===== config.mk =====
export PLATFORM = sky130hd
export DESIGN_NAME = sequential_list_engine
export DESIGN_NICKNAME = d
export VERILOG_FILES = /design/src/hw/rtl/sle_pkg.sv /design/src/hw/rtl/sle_store.sv /design/src/hw/rtl/sle_ctrl.sv /design/src/hw/rtl/sequential_list_engine.sv
export SDC_FILE = /design/constraint.sdc
export NUM_CORES = 1
export LEC_CHECK = 0
export BUFFER_PORTS_ARGS = -buffer_cell sky130_fd_sc_hd__buf_2
export CAP_MARGIN = 20
export CORE_MARGIN = 2
export CORE_UTILIZATION = 55
export CTS_CLUSTER_SIZE = 25
export DETAILED_ROUTE_END_ITERATION = 12
export HOLD_SLACK_MARGIN = 0.03
export PLACE_DENSITY = 0.7
export SETUP_SLACK_MARGIN = 0.4
export SYNTH_ARGS = -nofsm -noshare
export SYNTH_HDL_FRONTEND = slang
export SYNTH_HIERARCHICAL = 1
export SYNTH_SLANG_ARGS = --single-unit

===== constraint.sdc =====
create_clock -name clk -period 5 [get_ports clk]
set_input_delay 0.5 -clock clk [delete_from_list [all_inputs] [get_ports clk]]
set_output_delay 0.5 -clock clk [all_outputs]
set_load 0.03 [all_outputs]

===== src/hw/rtl/sle_pkg.sv =====
// Shared types and constants for the sequential list engine.
// No dependencies; sle_ctrl, the top level and the testbench import this package.
package sle_pkg;

	localparam int CAPACITY_DEF = 64;

	typedef enum logic [1:0] {
		OP_INSERT = 2'd0,
		OP_DELETE = 2'd1,
		OP_LOCATE = 2'd2,
		OP_APPEND = 2'd3
	} op_t;

	typedef enum logic [1:0] {
		ST_OK    = 2'd0,
		ST_RANGE = 2'd1,
		ST_FULL  = 2'd2
	} stat_t;

	typedef enum logic [2:0] {
		S_IDLE,
		S_MOVE,
		S_DRAIN,
		S_PUT,
		S_SCAN,
		S_SCAN_LAST,
		S_FINISH
	} state_t;

	typedef struct packed {
		op_t        operation;
		logic [7:0] position;
		logic [7:0] value;
	} req_t;

	typedef struct packed {
		stat_t      status;
		logic [6:0] found_position;
		logic [6:0] list_length_out;
	} rsp_t;

endpackage


===== src/hw/rtl/sle_store.sv =====
// Element store of the sequential list engine: one write port, one read port
// with registered read data. Depends on nothing but its parameter.
module sle_store #(
	parameter int DEPTH = 64
) (
	input  logic                     clk,
	input  logic                     wr_en,
	input  logic [$clog2(DEPTH)-1:0] wr_addr,
	input  logic [7:0]               wr_data,
	input  logic                     rd_en,
	input  logic [$clog2(DEPTH)-1:0] rd_addr,
	output logic [7:0]               rd_data
);

	logic [7:0] mem_q [DEPTH];
	logic [7:0] rd_data_q;

	always_ff @(posedge clk) begin
		if (wr_en) begin
			mem_q[wr_addr] <= wr_data;
		end
	end

	always_ff @(posedge clk) begin
		if (rd_en) begin
			rd_data_q <= mem_q[rd_addr];
		end
	end

	assign rd_data = rd_data_q;

endmodule


===== src/hw/rtl/sle_ctrl.sv =====
// Sequencer of the sequential list engine: request decode, list length,
// and the shared cursor step and compare unit that drives the store.
// Depends on sle_pkg.
module sle_ctrl
	import sle_pkg::*;
#(
	parameter int CAPACITY = CAPACITY_DEF
) (
	input  logic                        clk,
	input  logic                        arst_n,
	input  logic                        req_valid,
	input  req_t                        req,
	output logic                        req_stall,
	input  logic                        out_free,
	output logic                        res_load,
	output rsp_t                        res,
	output logic                        mem_wr_en,
	output logic [$clog2(CAPACITY)-1:0] mem_wr_addr,
	output logic [7:0]                  mem_wr_data,
	output logic                        mem_rd_en,
	output logic [$clog2(CAPACITY)-1:0] mem_rd_addr,
	input  logic [7:0]                  mem_rd_data
);

	localparam int AW = $clog2(CAPACITY);
	localparam int LW = $clog2(CAPACITY + 1);
	localparam int PW = ((LW > 8) ? LW : 8) + 1;
	localparam int XW = (LW > 7) ? LW : 7;

	state_t        state_q, state_d;
	logic [LW-1:0] len_q;
	logic          pend_q;
	op_t           op_q;
	logic [7:0]    val_q;
	logic [AW-1:0] rd_q, end_q, prev_q, wr_q;
	stat_t         status_q;
	logic [6:0]    found_q;

	logic [PW-1:0] pos_x, len_x;
	logic          accept, ins_bad, del_bad, is_full, ins_tail, del_tail, len_zero;
	logic          direct_wr, del_now;
	logic [AW-1:0] rd_step;
	logic          at_end, match;
	logic [XW-1:0] found_x, len_out_x;

	assign pos_x    = PW'(req.position);
	assign len_x    = PW'(len_q);
	assign accept   = req_valid && (state_q == S_IDLE);
	assign ins_bad  = (pos_x == '0) || (pos_x > len_x + PW'(1));
	assign del_bad  = (pos_x == '0) || (pos_x > len_x);
	assign is_full  = (len_q == LW'(CAPACITY));
	assign ins_tail = (pos_x == len_x + PW'(1));
	assign del_tail = (pos_x == len_x);
	assign len_zero = (len_q == '0);

	assign direct_wr = accept && !is_full &&
		(((req.operation == OP_INSERT) && !ins_bad && ins_tail) ||
		 (req.operation == OP_APPEND));
	assign del_now = accept && (req.operation == OP_DELETE) && !del_bad && del_tail;

	assign rd_step   = (op_q == OP_INSERT) ? (rd_q - AW'(1)) : (rd_q + AW'(1));
	assign at_end    = (rd_q == end_q);
	assign match     = (mem_rd_data == val_q);
	assign found_x   = XW'(prev_q) + XW'(1);
	assign len_out_x = XW'(len_q);

	always_comb begin
		state_d = state_q;
		unique case (state_q)
			S_IDLE: begin
				if (accept) begin
					unique case (req.operation)
						OP_INSERT: begin
							if (ins_bad || is_full || ins_tail) begin
								state_d = S_FINISH;
							end else begin
								state_d = S_MOVE;
							end
						end
						OP_DELETE: begin
							if (del_bad || del_tail) begin
								state_d = S_FINISH;
							end else begin
								state_d = S_MOVE;
							end
						end
						OP_LOCATE: begin
							state_d = len_zero ? S_FINISH : S_SCAN;
						end
						OP_APPEND: begin
							state_d = S_FINISH;
						end
						default: state_d = S_FINISH;
					endcase
				end
			end
			S_MOVE: begin
				if (at_end) begin
					state_d = S_DRAIN;
				end
			end
			S_DRAIN: begin
				state_d = (op_q == OP_INSERT) ? S_PUT : S_FINISH;
			end
			S_PUT: begin
				state_d = S_FINISH;
			end
			S_SCAN: begin
				priority if (pend_q && match) begin
					state_d = S_FINISH;
				end else if (at_end) begin
					state_d = S_SCAN_LAST;
				end else begin
					state_d = S_SCAN;
				end
			end
			S_SCAN_LAST: begin
				state_d = S_FINISH;
			end
			S_FINISH: begin
				if (out_free) begin
					state_d = S_IDLE;
				end
			end
			default: state_d = S_IDLE;
		endcase
	end

	always_comb begin
		mem_wr_en   = 1'b0;
		mem_wr_addr = wr_q;
		mem_wr_data = mem_rd_data;
		mem_rd_en   = 1'b0;
		mem_rd_addr = rd_q;
		unique case (state_q)
			S_IDLE: begin
				mem_wr_en   = direct_wr;
				mem_wr_addr = AW'(len_q);
				mem_wr_data = req.value;
			end
			S_MOVE: begin
				mem_wr_en = pend_q;
				mem_rd_en = 1'b1;
			end
			S_DRAIN: begin
				mem_wr_en = 1'b1;
			end
			S_PUT: begin
				mem_wr_en   = 1'b1;
				mem_wr_addr = end_q;
				mem_wr_data = val_q;
			end
			S_SCAN: begin
				mem_rd_en = 1'b1;
			end
			S_SCAN_LAST, S_FINISH: begin
			end
			default: begin
			end
		endcase
	end

	assign req_stall           = (state_q != S_IDLE);
	assign res_load            = (state_q == S_FINISH) && out_free;
	assign res.status          = status_q;
	assign res.found_position  = found_q;
	assign res.list_length_out = len_out_x[6:0];

	always_ff @(posedge clk or negedge arst_n) begin
		if (!arst_n) begin
			state_q <= S_IDLE;
			len_q   <= '0;
			pend_q  <= 1'b0;
		end else begin
			state_q <= state_d;
			if (accept) begin
				pend_q <= 1'b0;
			end else if ((state_q == S_MOVE) || (state_q == S_SCAN)) begin
				pend_q <= 1'b1;
			end
			priority if (direct_wr || (state_q == S_PUT)) begin
				len_q <= len_q + LW'(1);
			end else if (del_now || ((state_q == S_DRAIN) && (op_q == OP_DELETE))) begin
				len_q <= len_q - LW'(1);
			end else begin
				len_q <= len_q;
			end
		end
	end

	always_ff @(posedge clk) begin
		if (accept) begin
			op_q    <= req.operation;
			val_q   <= req.value;
			found_q <= '0;
			unique case (req.operation)
				OP_INSERT: begin
					status_q <= ins_bad ? ST_RANGE : (is_full ? ST_FULL : ST_OK);
					rd_q     <= AW'(len_q - LW'(1));
					end_q    <= AW'(pos_x - PW'(1));
					prev_q   <= AW'(len_q);
				end
				OP_DELETE: begin
					status_q <= del_bad ? ST_RANGE : ST_OK;
					rd_q     <= AW'(pos_x);
					end_q    <= AW'(len_q - LW'(1));
					prev_q   <= AW'(pos_x - PW'(1));
				end
				OP_LOCATE: begin
					status_q <= ST_OK;
					rd_q     <= '0;
					end_q    <= AW'(len_q - LW'(1));
				end
				OP_APPEND: begin
					status_q <= is_full ? ST_FULL : ST_OK;
				end
				default: status_q <= ST_OK;
			endcase
		end else if ((state_q == S_MOVE) || (state_q == S_SCAN)) begin
			rd_q   <= rd_step;
			prev_q <= rd_q;
			wr_q   <= prev_q;
			if ((state_q == S_SCAN) && pend_q && match) begin
				found_q <= found_x[6:0];
			end
		end else if ((state_q == S_SCAN_LAST) && match) begin
			found_q <= found_x[6:0];
		end
	end

`ifndef SYNTHESIS
	a_len_cap: assert property (@(posedge clk) disable iff (!arst_n)
		len_q <= LW'(CAPACITY))
		else $error("list length beyond capacity");

	a_drain_pend: assert property (@(posedge clk) disable iff (!arst_n)
		(state_q == S_DRAIN || state_q == S_SCAN_LAST) |-> pend_q)
		else $error("drain without a pending read");

	a_found_locate: assert property (@(posedge clk) disable iff (!arst_n)
		(res_load && op_q != OP_LOCATE) |-> (found_q == '0))
		else $error("found position set outside locate");

	a_done_idle: assert property (@(posedge clk) disable iff (!arst_n)
		res_load |=> (state_q == S_IDLE))
		else $error("sequencer not idle after result");
`endif

endmodule


===== src/hw/rtl/sequential_list_engine.sv =====
// Sequential list engine: an ordered list of up to CAPACITY bytes kept in one
// single-port-write, single-port-read store and worked on one request at a
// time. Append, insert or delete at the tail, and any request refused for
// range or a full list, write at acceptance if at all and go straight to
// the finish state. Insert and delete move one element per cycle through
// the store's read and write ports; locate reads one element per cycle.
// The store needs no clearing pass after reset.
// A finished result waits in an output register; the next request is taken
// once the sequencer is idle again.
// Top level; depends on sle_pkg, sle_store and sle_ctrl.
module sequential_list_engine
	import sle_pkg::*;
#(
	parameter int CAPACITY = CAPACITY_DEF
) (
	input  logic clk,
	input  logic arst_n,
	input  logic req_valid,
	output logic req_stall,
	input  req_t req,
	output logic rsp_valid,
	input  logic rsp_stall,
	output rsp_t rsp
);

	localparam int AW = $clog2(CAPACITY);

	logic          out_free, res_load;
	rsp_t          res;
	logic          mem_wr_en, mem_rd_en;
	logic [AW-1:0] mem_wr_addr, mem_rd_addr;
	logic [7:0]    mem_wr_data, mem_rd_data;
	logic          rsp_valid_q;
	rsp_t          rsp_q;

	sle_ctrl #(
		.CAPACITY(CAPACITY)
	) u_ctrl (
		.clk        (clk),
		.arst_n     (arst_n),
		.req_valid  (req_valid),
		.req        (req),
		.req_stall  (req_stall),
		.out_free   (out_free),
		.res_load   (res_load),
		.res        (res),
		.mem_wr_en  (mem_wr_en),
		.mem_wr_addr(mem_wr_addr),
		.mem_wr_data(mem_wr_data),
		.mem_rd_en  (mem_rd_en),
		.mem_rd_addr(mem_rd_addr),
		.mem_rd_data(mem_rd_data)
	);

	sle_store #(
		.DEPTH(CAPACITY)
	) u_store (
		.clk    (clk),
		.wr_en  (mem_wr_en),
		.wr_addr(mem_wr_addr),
		.wr_data(mem_wr_data),
		.rd_en  (mem_rd_en),
		.rd_addr(mem_rd_addr),
		.rd_data(mem_rd_data)
	);

	assign out_free = !rsp_valid_q || !rsp_stall;

	always_ff @(posedge clk or negedge arst_n) begin
		if (!arst_n) begin
			rsp_valid_q <= 1'b0;
		end else if (res_load) begin
			rsp_valid_q <= 1'b1;
		end else if (!rsp_stall) begin
			rsp_valid_q <= 1'b0;
		end
	end

	always_ff @(posedge clk) begin
		if (res_load) begin
			rsp_q <= res;
		end
	end

	assign rsp_valid = rsp_valid_q;
	assign rsp       = rsp_q;

endmodule


==> impl_results.md, run 1 <==
- Worst slew pin tran: 1.00 ns
- Final Routed Wirelength: 55600 um
- DRC viols: 0
- Vias per inst: between 6 and 7
- First-pass GRT wire length: 84100 um
- Synthesized area per cell: 18.0 um2
- FF+latch area: approximately 0.018 mm2
- Total iterations of the first detailed-routing run: 6
- R2R Path End: u_store/mem_q[62][3]
- Hold Crit Class: in -> reg
- Max-slew violation count: 0
- Gpl congestion: 0.904
- Synth top area cells: edfxtp_1, mux4_2, nor2_1
- Crit path cell chain: nand3_1 > nor3_1 > nand3_1 > ha_1 > nand4_1 > a2111oi_1 > o211ai_2 > o21ai_0 > buf_4 > nor2b_1 > nand3_2 > nor2_2
- Sequential-to-total area share from yosys stat: a little under three quarters
- Critical Path RT: 5.26 ns
- Clock Latency Late Sink: 0.62 ns
- Max Clk Rate: 224 MHz
- Total CTS buffers: 57
- Largest net degree at the start of global routing: 101
- Inserted Diodes: 0
- PD cells: 629 mW/mm2
- Max FO, Critical Path: 11
- Post-Route Setup TNS: 0 ns
- Total GRT Usage: 24.6%
- Tcrit/Tclk final: between 80 and 90%
- Worst EP arrival: 4.72 ns
- Synth unique cells: 74
- Switching power share of the total: 35.0%
- Setup CP Type: reg -> reg
- Routed WL per cell: 26.4 um
- Crit path to: u_store/mem_q[62][3]
- Hold path cells: 1
- Share of the synthesized area in the top cell type: 69.9%
- WP buf/inv: 1
- Chip height: 215 um
- Post-route ant nets: 0
- Multi-input gate area: ~0.0066 mm2
- R2R cell count: 12
- Initial antenna violation count: 0
- Final HPWL DP: 35900 um
- P_leak: 9.12 nW
- Max cap viols: 0
- YS warnings: 6
- Pint: 11.3 mW
- Vias in the first global route: 13100
- Min-Delay Startpoint: req[4]
- RSZ-0062 raised after global routing: yes
- Layout cell share with drive strength beyond 1: about a quarter
- Core Rows: 77
- CP Launch Type: flip-flop
- Die Wd: 215 um
- Fin. Hold Viols: 0
- Post-synthesis cell area: approximately 0.025 mm2
- CTS tree: built
- Setup violators final: 0
- Initial Util: 55.7%
- Synthesis-stage register bit count: 591
- Grt ovf: 0
- Via Count: about 13000
- Synth async-reset ratio: 2.03%
- Most used DFF post-synth: edfxtp_1
- Post-synth net total: ~1400
- CTS H-Tree Depth: 2
- Sequential power share: 41.4%
- Initial DRC Count: 1770
- Most frequent cells in the layout: edfxtp_1, mux4_2, nor2_1
- Syn-to-layout area delta: 12.7%
- Max_slew headroom: 33.3%
- Synth area leader: edfxtp_1
- Crit path depth: 12
- Critical path's top delay family: simple AND/OR/NAND/NOR gates
- CTS max path bufs: 3
- Max stage delay cell, worst path: dfrtp_1
- Worst r2r src: u_ctrl/len_out_x[2]
- Post-Syn Instances: 1362
- Net Sw Power: 6.10 mW
- Status: completed
- R2R setup slack: 0.54 ns
- Worst-case clock skew: approximately 0.025 ns
- Crit end category: flip-flop
- Crit. Startpoint: u_ctrl/len_out_x[2]
- Most common cell after layout, fill and taps aside: edfxtp_1
- Crit path time final: 4.46 ns
- Post-synth EDFFs: about 570
- Number of I/O pins: 40
- CTS root buffer: clkbuf_16
- CP most frequent cell: nand3_1
- VDD IR max: 0.394 mV
- Overall power: 17.4 mW
- Clock share of power: 24.1%
- Fillers: between 3000 and 4000
- CORE AREA: 0.0441 mm2
- Final nets: about 1500
- Final core occ: between 60% and 70%
- CP peak stage delay: roughly 0.57 ns
- Combinational share of power: 34.5%
- Clock sink count: just under 600
- Die area: 0.0464 mm2
- Post-CTS setup buffer count: 0
- Clock Pin Slew Worst Setup and Hold Paths: 0.06 ns
- Port buffer count: 39
## sequential cells by signal, summed over array words and instances, names as in the netlist
signal,count
u_ctrl/status_q,2
u_ctrl/end_q,6
u_ctrl/wr_q,6
u_ctrl/pend_q,1
u_ctrl/prev_q,6
u_ctrl/found_q,7
u_ctrl/mem_rd_addr,6
u_ctrl/len_out_x,7
u_store/mem_q,512
rsp_valid,1
u_store/rd_data,8
u_ctrl/state_q,3
u_ctrl/op_q,2
u_ctrl/val_q,8
rsp,16
## power groups by stage
stage               Clock [mW]  Sequential [mW]  Combinational [mW]
floorplan                    0             7.25                3.87
global placement             0             7.32                5.83
detailed placement           0             7.31                5.94
CTS                       4.26             7.21                5.95
global route              4.47             7.25                6.43
finish                    4.20             7.21                6.01
## layer usage
metal	wire (um)	track usage, %	up-vias
li1	-	-	5692
met1	23300	36.6	6836
met2	25900	37.1	648
met3	4760	5.43	111
met4	1590	7.20	0
met5	0	0	-
## how the worst min path moves through the flow
stage | to
CTS | u_ctrl/val_q[4]
global route | u_ctrl/val_q[3]
finish | u_ctrl/val_q[4]
floorplan | rsp_valid
detailed placement | rsp[14]
global placement | u_ctrl/len_out_x[6]
## Yosys cell counts (8+ instances only)
library cell and count:
dfrtp_1 12, xnor2_1 23, mux2_2 13, a21oi_1 23, buf_2 15, nor2b_1 17
nor2_1 119, nand2_1 69, clkbuf_1 30, o21ai_0 14, edfxtp_1 572, xor2_1 19
nor3_1 16, a22oi_1 17, mux4_2 126, o22ai_1 9, ha_1 29, nand3_1 24
mux2i_1 35, inv_1 20, buf_4 14, o221ai_1 8, a211oi_1 9
## through the flow
stage / worst slack, ns / hold WS (ns) / cells / instance area [um2]
finish: 0.537 / 0.0745 / 2106 / 27700
global route: 0.154 / 0.0598 / 2106 / 27700
CTS: 0.305 / 0.0586 / 2106 / 27600
detailed placement: 0.288 / 0.415 / 1999 / 25800
global placement: 0.381 / 0.418 / 1998 / 25800
floorplan: 1.25 / 0.204 / 1362 / 24600
## cell type report
| cell class | count | share of cell area [%] |
|---|---|---|
| multi-input cells | 678 | 23.7 |
| clock inverters | 39 | 1.28 |
| repair buffers | 117 | 3.08 |
| flip-flops and latches | 591 | 63.6 |
| inverters | 22 | 0.298 |
| clock buffers | 67 | 5.40 |
| well taps | 592 | 2.67 |
## worst reg2reg max path, stage by stage (launching register included)
cell       delay [ns]
dfrtp_1          0.57
nand3_1          0.22
nor3_1           0.40
nand3_1          0.14
ha_1             0.32
nand4_1          0.16
a2111oi_1        0.42
o211ai_2         0.20
o21ai_0          0.12
buf_4            0.19
nor2b_1          0.35
nand3_2          0.47
nor2_2           0.53
## cells by family after synthesis
kind of cell	count (synthesis)	share of synthesized area [%]
simple gates	289	5.45
fa+ha+maj	30	1.56
flops	591	71.7
xor+xnor	42	1.50
compound gates	143	4.28
mux	174	13.6
buf+inv	93	2.00
## what timing repair did
action                                  in CTS  in global routing
endpoints found under the setup margin      40                143
endpoints found under the hold margin       12                  0
resized for setup                            1                 21
hold buffers                                 1                  0
Power figures use the tool's default switching activity.
==> run 2, diff against run 1 <==
- ABC_AREA: default -> 1
==> impl_results.md, run 2 <==
- Number of I/O pins: 40 (unchanged)
- Post-synthesis cell area: 0.0259 mm2 (+5.5%)
- FF+latch area: 0.0176 mm2 (unchanged)
- Crit end category: flip-flop
- First-pass GRT wire length: 102000 um (+21%)
- Largest net degree at the start of global routing: 260 (+160%)
- Net Sw Power: 7.95 mW (+30%)
- CTS max path bufs: 3 (unchanged)
- Clock Pin Slew Worst Setup and Hold Paths: 0.06 ns (about the same)
- Max cap viols: 0 (unchanged)
- Initial DRC Count: 2225 (+26%)
- Status: completed
- Inserted Diodes: 0 (unchanged)
- CTS root buffer: clkbuf_16
- CTS H-Tree Depth: 2 (unchanged)
- Sequential-to-total area share from yosys stat: 67.9% (-3.7 points)
- Die Wd: 221 um (+2.7%)
- Vias per inst: 5.91 (-6.4%)
- Final HPWL DP: 40600 um (+13%)
- Synth top cells by count: nand2_1, edfxtp_1, nand3_1
- VDD IR max: 0.869 mV (+120%)
- Share of the synthesized area in the top cell type: 66.2% (-3.7 points)
- Post-synth EDFFs: 572 (unchanged)
- Final core occ: 61.8% (-1.0 points)
- Pint: 11.1 mW (-1.6%)
- Initial antenna violation count: 0 (unchanged)
- Post-synth net total: 2379 (+68%)
- Clock sink count: 591 (unchanged)
- Fin. Hold Viols: 0 (unchanged)
- CORE AREA: 0.0466 mm2 (+5.5%)
- Synth top area cells: edfxtp_1, nand2_1, nand3_1
- Worst-case clock skew: 0.0246 ns (-0.0000859 ns)
- Setup WS post-layout: 0.916 ns (+0.379 ns)
- Chip height: 221 um (+2.7%)
- Fillers: 3643 (+18%)
- Most frequent cell after synthesis: nand2_1
- Sequential power share: 38.1% (-3.3 points)
- Combinational share of power: 39.8% (+5.3 points)
- CTS tree: built
- Vias in the first global route: 17200 (+32%)
- Most frequent cells in the layout: nand2_1, edfxtp_1, nand3_1
- Hold Slack: 0.0757 ns (+0.00121 ns)
- Overall power: 19.1 mW (+9.6%)
- Synth async-reset ratio: 2.03% (unchanged)
- Gpl congestion: 0.951 (+5.1%)
- Routed WL per cell: 21.9 um (-17%)
- Core Rows: 79 (+2.6%)
- Post-Route Setup TNS: 0 ns (unchanged)
- Tcrit/Tclk final: 81.7% (-7.6 points)
- Synthesis-stage register bit count: 591 (unchanged)
- Final nets: 2449 (+61%)
- Most used DFF post-synth: edfxtp_1
- Grt ovf: 0 (unchanged)
- DRC viols: 0 (unchanged)
- Placed cell area: 0.0269 mm2 (+4.3%)
- Final Routed Wirelength: 66700 um (+20%)
- Syn-to-layout area delta: 10.9%
- CP Launch Type: flip-flop
- Design Area, Final: 0.0288 mm2 (+3.8%)
- Synth unique cells: 49 (-34%)
- Initial Util: 55.7% (about the same)
- Crit path time final: 4.08 ns (-0.379 ns)
- Switching power share of the total: 41.6% (+6.6 points)
- Layout cell share with drive strength beyond 1: 11.0% (-14 points)
- Post-route ant nets: 0 (unchanged)
- Most common cell after layout, fill and taps aside: nand2_1
- Reg with most FFs: u_store/mem_q
- Synthesized area per cell: 11.1 um2 (-38%)
- Synth area leader: edfxtp_1
- Setup CP Type: reg -> reg
- Multi-input gate area: 0.00720 mm2 (+9.8%)
- Post-Syn Instances: 2327 (+71%)
- Port buffer count: 39 (unchanged)
- Total iterations of the first detailed-routing run: 6 (unchanged)
- Worst slew pin tran: 1.18 ns (+0.182 ns)
- Total GRT Usage: 27.1% (+2.5 points)
- Worst EP arrival: 4.41 ns (-0.31 ns)
- Cell Count Post-Placement: 2942 (+47%)
- CTS-repair resized insts: 0 (-1)
- Critical Path RT: 5.33 ns (+0.07 ns)
- Total CTS buffers: 58 (+1.8%)
- YS warnings: 6 (unchanged)
- Max FO, Critical Path: 9 (-2)
- Setup WS pre-CTS: 1.01 ns (+0.723 ns)
- PD cells: 664 mW/mm2 (+5.5%)
- Hold Crit Class: in -> reg
- Die area: 0.0489 mm2 (+5.4%)
- Max-slew violation count: 0 (unchanged)
- Max Clk Rate: 245 MHz (+9.3%)
- Clock share of power: 22.0% (-2.1 points)
- Max_slew headroom: 21.2% (-12 points)
- Non-Filler Instances: 3050 (+45%)
- RSZ-0062 raised after global routing: no
- Setup violators final: 0 (unchanged)
- P_leak: 10.9 nW (+19%)
- Clock Latency Late Sink: 0.63 ns (about the same)
- Via Count: 18000 (+36%)
- Max reg flops: 512 (unchanged)
## run 2: path summary, 6_finish.rpt
| path | cells after the start | start | slack [ns] | endpoint |
|---|---|---|---|---|
| max | 17 | u_ctrl/len_out_x[0] | 0.92 | u_store/mem_q[50][2] |
| min | 1 | req[1] | 0.08 | u_ctrl/val_q[1] |
| max reg2reg | 17 | u_ctrl/len_out_x[0] | 0.92 | u_store/mem_q[50][2] |
| min reg2reg | 0 | u_ctrl/found_q[0] | 0.43 | rsp[7] |
| max in group asynchronous | 2 | arst_n | 4.41 | u_ctrl/len_out_x[1] |
| min in group asynchronous | 2 | arst_n | 0.32 | u_ctrl/len_out_x[4] |
## run 2: kinds of logic (layout without fill, tap and decap cells)
logic type / Yosys count / count (layout) / share of synthesized area, %
buffers and inverters: 213 / 329 / 4.70
DFF: 591 / 591 / 67.9
AOI/OAI and AO/OA: 82 / 82 / 1.88
xor gates and xnor gates: 30 / 30 / 1.01
and+or+nand+nor: 1381 / 1381 / 23.0
adders and majority gates: 30 / 30 / 1.48
## run 2: power groups by stage
stage / Sequential, mW / Clock [mW] / Combinational, mW
6_report: 7.28 / 4.20 / 7.61
5_1_grt: 7.32 / 4.44 / 8.23
4_1_cts: 7.28 / 4.25 / 7.47
3_5_place_dp: 7.37 / 0 / 7.44
3_3_place_gp: 7.37 / 0 / 7.34
2_1_floorplan: 7.39 / 0 / 4.92
## run 2: repair_timing
action	CTS	global route
buffers inserted	0	0
hold endpoints to repair	12	0
hold buffers	1	0
## run 2: routing by layer
layer	GRT usage [%]	share of wire [%]	routed length [um]	vias to the layer above
met5	0	0	0	-
met4	9.18	3.1	2080	0
met3	4.90	9.5	6350	141
met2	42.1	46	30600	951
met1	38.8	41	27600	8688
li1	-	-	-	8240
## run 2: critical path, cell delays in order (launching register included)
cell and delay [ns]:
dfrtp_1 0.45, inv_1 0.20, nor3_1 0.30, nand3_1 0.19
nor2_1 0.14, nand2_1 0.07, ha_1 0.29, nand2_1 0.09
nor2_2 0.14, nand4_2 0.13, nand2_1 0.12, nand4_1 0.10
nand2_2 0.13, nand2_8 0.08, nand2_1 0.28, nand4_1 0.44
nor4_1 0.38, buf_4 0.24
## run 2: final cells by class
cell class | count | share of cell area, %
Clock buffer | 73 | 5.56
Sequential cell | 591 | 61.3
Timing Repair Buffer | 136 | 3.51
Inverter | 87 | 1.20
Multi-Input combinational cell | 1523 | 25.0
Tap cell | 607 | 2.64
Clock inverter | 33 | 0.792
